$ cat config.mk
export PLATFORM = sky130hd
export DESIGN_NAME = rau_reduce
export DESIGN_NICKNAME = d
export VERILOG_FILES = /design/src/rau_pkg.sv /design/src/rau_reduce.sv
export SDC_FILE = /design/constraint.sdc
export NUM_CORES = 2
export LEC_CHECK = 0
export BUFFER_PORTS_ARGS = -buffer_cell sky130_fd_sc_hd__buf_2
export CAP_MARGIN = 25
export CORE_MARGIN = 5
export CORE_UTILIZATION = 50
export DETAILED_ROUTE_END_ITERATION = 8
export GPL_TIMING_DRIVEN = 0
export PLACE_DENSITY = 0.68
export RECOVER_POWER = 25
export SYNTH_ARGS = -nofsm -noshare
export SYNTH_HDL_FRONTEND = slang
export SYNTH_SLANG_ARGS = --single-unit
$ cat constraint.sdc
create_clock -name clk -period 21 [get_ports clk]
set_input_delay 4.2 -clock clk [delete_from_list [all_inputs] [get_ports clk]]
set_output_delay 4.2 -clock clk [all_outputs]
set_load 0.1 [all_outputs]
$ cat src/rau_pkg.sv
// Package for the rational arithmetic unit: opcodes, status codes,
// beat types and the request and response types of the reduction engine.
// No dependencies.
`default_nettype none

package rau_pkg;

    localparam logic [63:0] MAX_MAG = 64'd2147483647;

    localparam logic [2:0] OP_ADD = 3'd0;
    localparam logic [2:0] OP_SUB = 3'd1;
    localparam logic [2:0] OP_MUL = 3'd2;
    localparam logic [2:0] OP_DIV = 3'd3;
    localparam logic [2:0] OP_POW = 3'd4;

    localparam logic [1:0] ST_OK       = 2'd0;
    localparam logic [1:0] ST_DIVZERO  = 2'd1;
    localparam logic [1:0] ST_OVERFLOW = 2'd2;
    localparam logic [1:0] ST_NONINT   = 2'd3;

    typedef struct packed {
        logic [2:0]         opcode;
        logic signed [31:0] a_num;
        logic [30:0]        a_den;
        logic signed [31:0] b_num;
        logic [30:0]        b_den;
    } req_t;

    typedef struct packed {
        logic signed [31:0] res_num;
        logic [30:0]        res_den;
        logic [1:0]         status;
    } rsp_t;

    // Sign-magnitude fraction handed to the reduction engine.
    typedef struct packed {
        logic [63:0] num_mag;
        logic [63:0] den_mag;
        logic        sign;
    } red_req_t;

    // Reduced fraction and its range flag.
    typedef struct packed {
        logic [63:0] num_mag;
        logic [63:0] den_mag;
        logic        sign;
        logic        ovf;
    } red_rsp_t;

endpackage

`default_nettype wire

$ cat src/rau_reduce.sv
// Iterative fraction reduction engine: binary gcd, then exact division of
// numerator and denominator by the gcd with a restoring divider.
// Depends on rau_pkg.
`default_nettype none

module rau_reduce (
    input  wire logic              clk,
    input  wire logic              rst_n,
    input  wire logic              start,
    input  wire rau_pkg::red_req_t req,
    output rau_pkg::red_rsp_t      rsp,
    output logic                   done
);

    typedef enum logic [5:0] {
        R_IDLE = 6'b000001,
        R_GCD  = 6'b000010,
        R_CHKG = 6'b000100,
        R_DIVN = 6'b001000,
        R_DIVD = 6'b010000,
        R_FIN  = 6'b100000
    } rstate_t;

    rstate_t           state_reg;
    logic [63:0]       n_reg, d_reg, x_reg, y_reg, g_reg;
    logic [63:0]       qn_reg, qd_reg, dv_reg, rem_reg;
    logic [5:0]        k_reg, cnt_reg;
    logic              sign_reg, done_reg;
    rau_pkg::red_rsp_t rsp_reg;

    logic [64:0] trial;
    logic        fits;
    logic [63:0] rem_step, dv_step;

    // One restoring division step per cycle.
    always_comb
    begin
        trial    = {rem_reg, dv_reg[63]};
        fits     = (trial >= {1'b0, g_reg});
        rem_step = fits ? 64'(trial - {1'b0, g_reg}) : trial[63:0];
        dv_step  = {dv_reg[62:0], fits};
    end

    always_ff @(posedge clk or negedge rst_n)
    begin
        if (!rst_n)
        begin
            state_reg <= R_IDLE;
            done_reg  <= 1'b0;
        end
        else
        begin
            done_reg <= 1'b0;
            case (state_reg)
                R_IDLE:
                begin
                    if (start)
                    begin
                        n_reg     <= req.num_mag;
                        d_reg     <= req.den_mag;
                        x_reg     <= req.num_mag;
                        y_reg     <= req.den_mag;
                        sign_reg  <= req.sign;
                        k_reg     <= 6'd0;
                        state_reg <= R_GCD;
                    end
                end
                R_GCD:
                begin
                    // The denominator is nonzero, so y never reaches zero.
                    if (x_reg == 64'd0)
                    begin
                        g_reg     <= y_reg << k_reg;
                        state_reg <= R_CHKG;
                    end
                    else if (!x_reg[0] && !y_reg[0])
                    begin
                        x_reg <= x_reg >> 1;
                        y_reg <= y_reg >> 1;
                        k_reg <= k_reg + 6'd1;
                    end
                    else if (!x_reg[0])
                        x_reg <= x_reg >> 1;
                    else if (!y_reg[0])
                        y_reg <= y_reg >> 1;
                    else if (x_reg >= y_reg)
                        x_reg <= (x_reg - y_reg) >> 1;
                    else
                        y_reg <= (y_reg - x_reg) >> 1;
                end
                R_CHKG:
                begin
                    if (g_reg == 64'd1)
                    begin
                        qn_reg    <= n_reg;
                        qd_reg    <= d_reg;
                        state_reg <= R_FIN;
                    end
                    else
                    begin
                        dv_reg    <= n_reg;
                        rem_reg   <= 64'd0;
                        cnt_reg   <= 6'd0;
                        state_reg <= R_DIVN;
                    end
                end
                R_DIVN:
                begin
                    cnt_reg <= cnt_reg + 6'd1;
                    if (cnt_reg == 6'd63)
                    begin
                        qn_reg    <= dv_step;
                        dv_reg    <= d_reg;
                        rem_reg   <= 64'd0;
                        state_reg <= R_DIVD;
                    end
                    else
                    begin
                        dv_reg  <= dv_step;
                        rem_reg <= rem_step;
                    end
                end
                R_DIVD:
                begin
                    dv_reg  <= dv_step;
                    rem_reg <= rem_step;
                    cnt_reg <= cnt_reg + 6'd1;
                    if (cnt_reg == 6'd63)
                    begin
                        qd_reg    <= dv_step;
                        state_reg <= R_FIN;
                    end
                end
                R_FIN:
                begin
                    rsp_reg.num_mag <= qn_reg;
                    rsp_reg.den_mag <= qd_reg;
                    rsp_reg.sign    <= sign_reg && (qn_reg != 64'd0);
                    rsp_reg.ovf     <= (qn_reg > rau_pkg::MAX_MAG) ||
                                       (qd_reg > rau_pkg::MAX_MAG);
                    done_reg        <= 1'b1;
                    state_reg       <= R_IDLE;
                end
                default:
                    state_reg <= R_IDLE;
            endcase
        end
    end

    assign rsp  = rsp_reg;
    assign done = done_reg;

endmodule

`default_nettype wire

==> flow_summary.toml <==
[synth]
async_flop_share_pct = 0.964
synthTopCellsByCount = "edfxtp_1 (719), nand2_1 (422), a21oi_1 (403)"
ys.flop_type = "edfxtp_1"
yosysTopAreaCell = "edfxtp_1"
post_synth_num_cell_types = 89
synth_most_common_cell = "edfxtp_1"
ys_ff_latch = 726
synth_cells = 4240
synth_top_area_share_pct = 49.0
synth_warnings = 0
synth_area_leaders = "edfxtp_1 (49%), ha_1 (5.5%), a21oi_1 (4.6%)"
syn-cell-area_um2 = 44100
avgSynthCellArea_um2 = 10.4
synth_edf_count = 719
synth_seq_area_share_pct = 49.4
synth_fp_nets = 4569

[worst_setup_path]
cp.arrival_ps = 6460
rrSetupSlack_ps = 15910
crit_fanout = 24
r2r_cells = 16
worstSetupPathType = "primary input to flip-flop"
rr_startpoint = "x_reg[53]$_DFFE_PP_"
cp.required_ps = 21360
cp-end-kind = "flip-flop"
start_kind = "primary input"
r2r_end = "x_reg[11]$_DFFE_PP_"

[timing]
slew_headroom_pct = 22.2
min_period_over_period_pct = 29.0
hold_violations = 0
drv_slew = 0
setup_violations = 0
setup_tns_ps = 0
rsz0062_at_grt = "no"
skew_ps = 52.2
max_slew.worst_pin.slew_ps = 1160
period_needed_ps = 6100
fmax_mhz = 164

[min_path]
whs_endpoint = "rsp[6]$_DFFE_PP_"
whs_path_depth = 0
hold_class = "flip-flop to flip-flop"
hp-start = "qd_reg[4]$_DFFE_PP_"

[global_routing]
grt_usage_pct = 36.4
grt_max_degree = 68
grt_pass1_wl_um = 250000
grt_pass1_vias = 35500
antenna_found_initial = 11
grt_overflow = 0

[power]
powerDensity_nw_per_um2 = 106
irDropWorstVdd_v = 0.0000699
p_leak_uw = 0.0196
power.total_uw = 5290

[finish]
largest_reg_flops = 130
drive_gt1_share_pct = 14.0
synthToLayoutAreaGrowth_pct = 13.6
fillers = 7615
final_core_util_pct = 57.0
fin_nets = 4933
stdcell_count = 5843

[clock_tree]
cts_tree = "built"
ctsResizeCount = 0
clock_path_buffers = 3
insertion_delay_ps = 690
postCtsHoldBufs = 0
path_clk_slew_ps = 60
cts_buffers = 81
cts_root_buf = "clkbuf_16"
cts.sinks = 726
htree_levels = 3
post_cts_buffers = 0

[job]
drv_cap = 0

[routing]
drt-wirelength-per-cell_um = 30.4
vias_per_cell = 6.50
drtPass1Iterations = 9
drt_iter0_drc = 5574
drt-total-wl_um = 178000
ant_nets = 0
drc_errors = 0
vias = 38000

[floorplan]
initial_core_util_pct = 50.1
coreArea_um2 = 88000
die_w_um = 307
die_h_um = 307
io_pins = 263
fp.dieArea_um2 = 94300
row_count = 109

[placement]
dp_hpwl_um = 142000
dp_cells = 5685
gp_congestion = 1.06
numPortBuffers = 262

[status]
status = "finished clean"
power by group:
group          leakage [uW]  internal (uW)  switching [uW]
logic                0.0115            622            1290
clock network       0.00134            871             631
registers           0.00680           1740             148
total                0.0196           3230            2070
stage by stage:
step / worst slack (ps) / hold WS (ps) / instance area (um2)
after floorplan: 10660 / 400 / 44100
after global placement: 7710 / 404 / 46900
after detailed placement: 14570 / 405 / 47300
after CTS: 15170 / 418 / 50100
after global routing: 14850 / 427 / 50100
final: 14900 / 418 / 50100
layout make-up:
cell class | count | area, um2 | share of cell area, %
diodes | 9 | 22.5 | 0.0449
plain buffers | 259 | 1100 | 2.19
clock buffers | 96 | 2140 | 4.26
clock inverters | 52 | 644 | 1.29
inverters | 300 | 1130 | 2.25
multi-input cells | 2955 | 20200 | 40.2
flip-flops and latches | 726 | 21800 | 43.4
well taps | 1165 | 1460 | 2.91
repair buffers | 281 | 1700 | 3.40
cells in the final DEF, fill, tap and decap left out, types with 31 or more instances in the layout:
cell type	instances
a21o_1	102
a21oi_1	402
a221oi_1	83
a222oi_1	63
buf_2	311
clkbuf_1	195
clkbuf_16	83
edfxtp_1	719
ha_1	194
inv_1	298
mux2_1	56
mux2_2	77
mux2i_1	50
mux4_2	50
nand2_1	422
nand3_1	50
nand4_1	63
nor2_1	390
nor3_1	50
nor4_1	68
o21a_1	32
o21ai_0	213
o21bai_1	47
o22ai_1	31
xnor2_1	117
xor2_1	68
routing by layer:
layer / GRT usage [%] / vias up / part of all wire [%]
met4: 12.0 / 14 / 4.0
li1: - / 16500 / -
met2: 52.0 / 2567 / 41
met3: 12.1 / 377 / 14
met1: 52.5 / 18500 / 41
met5: 0 / - / 0.039
critical path, stage by stage:
cell and delay [ps]:
clkbuf_1 610, o21ai_0 440, nor2_4 700, buf_12 280
buf_16 200
logic make-up after synthesis:
group	after synthesis	synth area share (%)
simple gates	1175	11.9
mux	233	7.08
compound gates	1165	17.3
buf+inv	559	5.05
flops	726	49.4
xor+xnor	185	3.67
fa+ha+maj	197	5.64
worst max path at each step:
stage | from | to | slack (ps) | cells past startpoint
6_report | rst_n | qd_reg[46]$_DFFE_PP_ | 14900 | 5
5_1_grt | rst_n | qd_reg[46]$_DFFE_PP_ | 14850 | 5
4_1_cts | rsp[18]$_DFFE_PP_ | rsp[18] | 15170 | 1
3_5_place_dp | start | x_reg[11]$_DFFE_PP_ | 14570 | 7
3_3_place_gp | rst_n | n_reg[17]$_DFFE_PP_ | 7710 | 3
2_1_floorplan | start | d_reg[0]$_DFFE_PP_ | 10660 | 2
(Power assumes the default switching activity.)
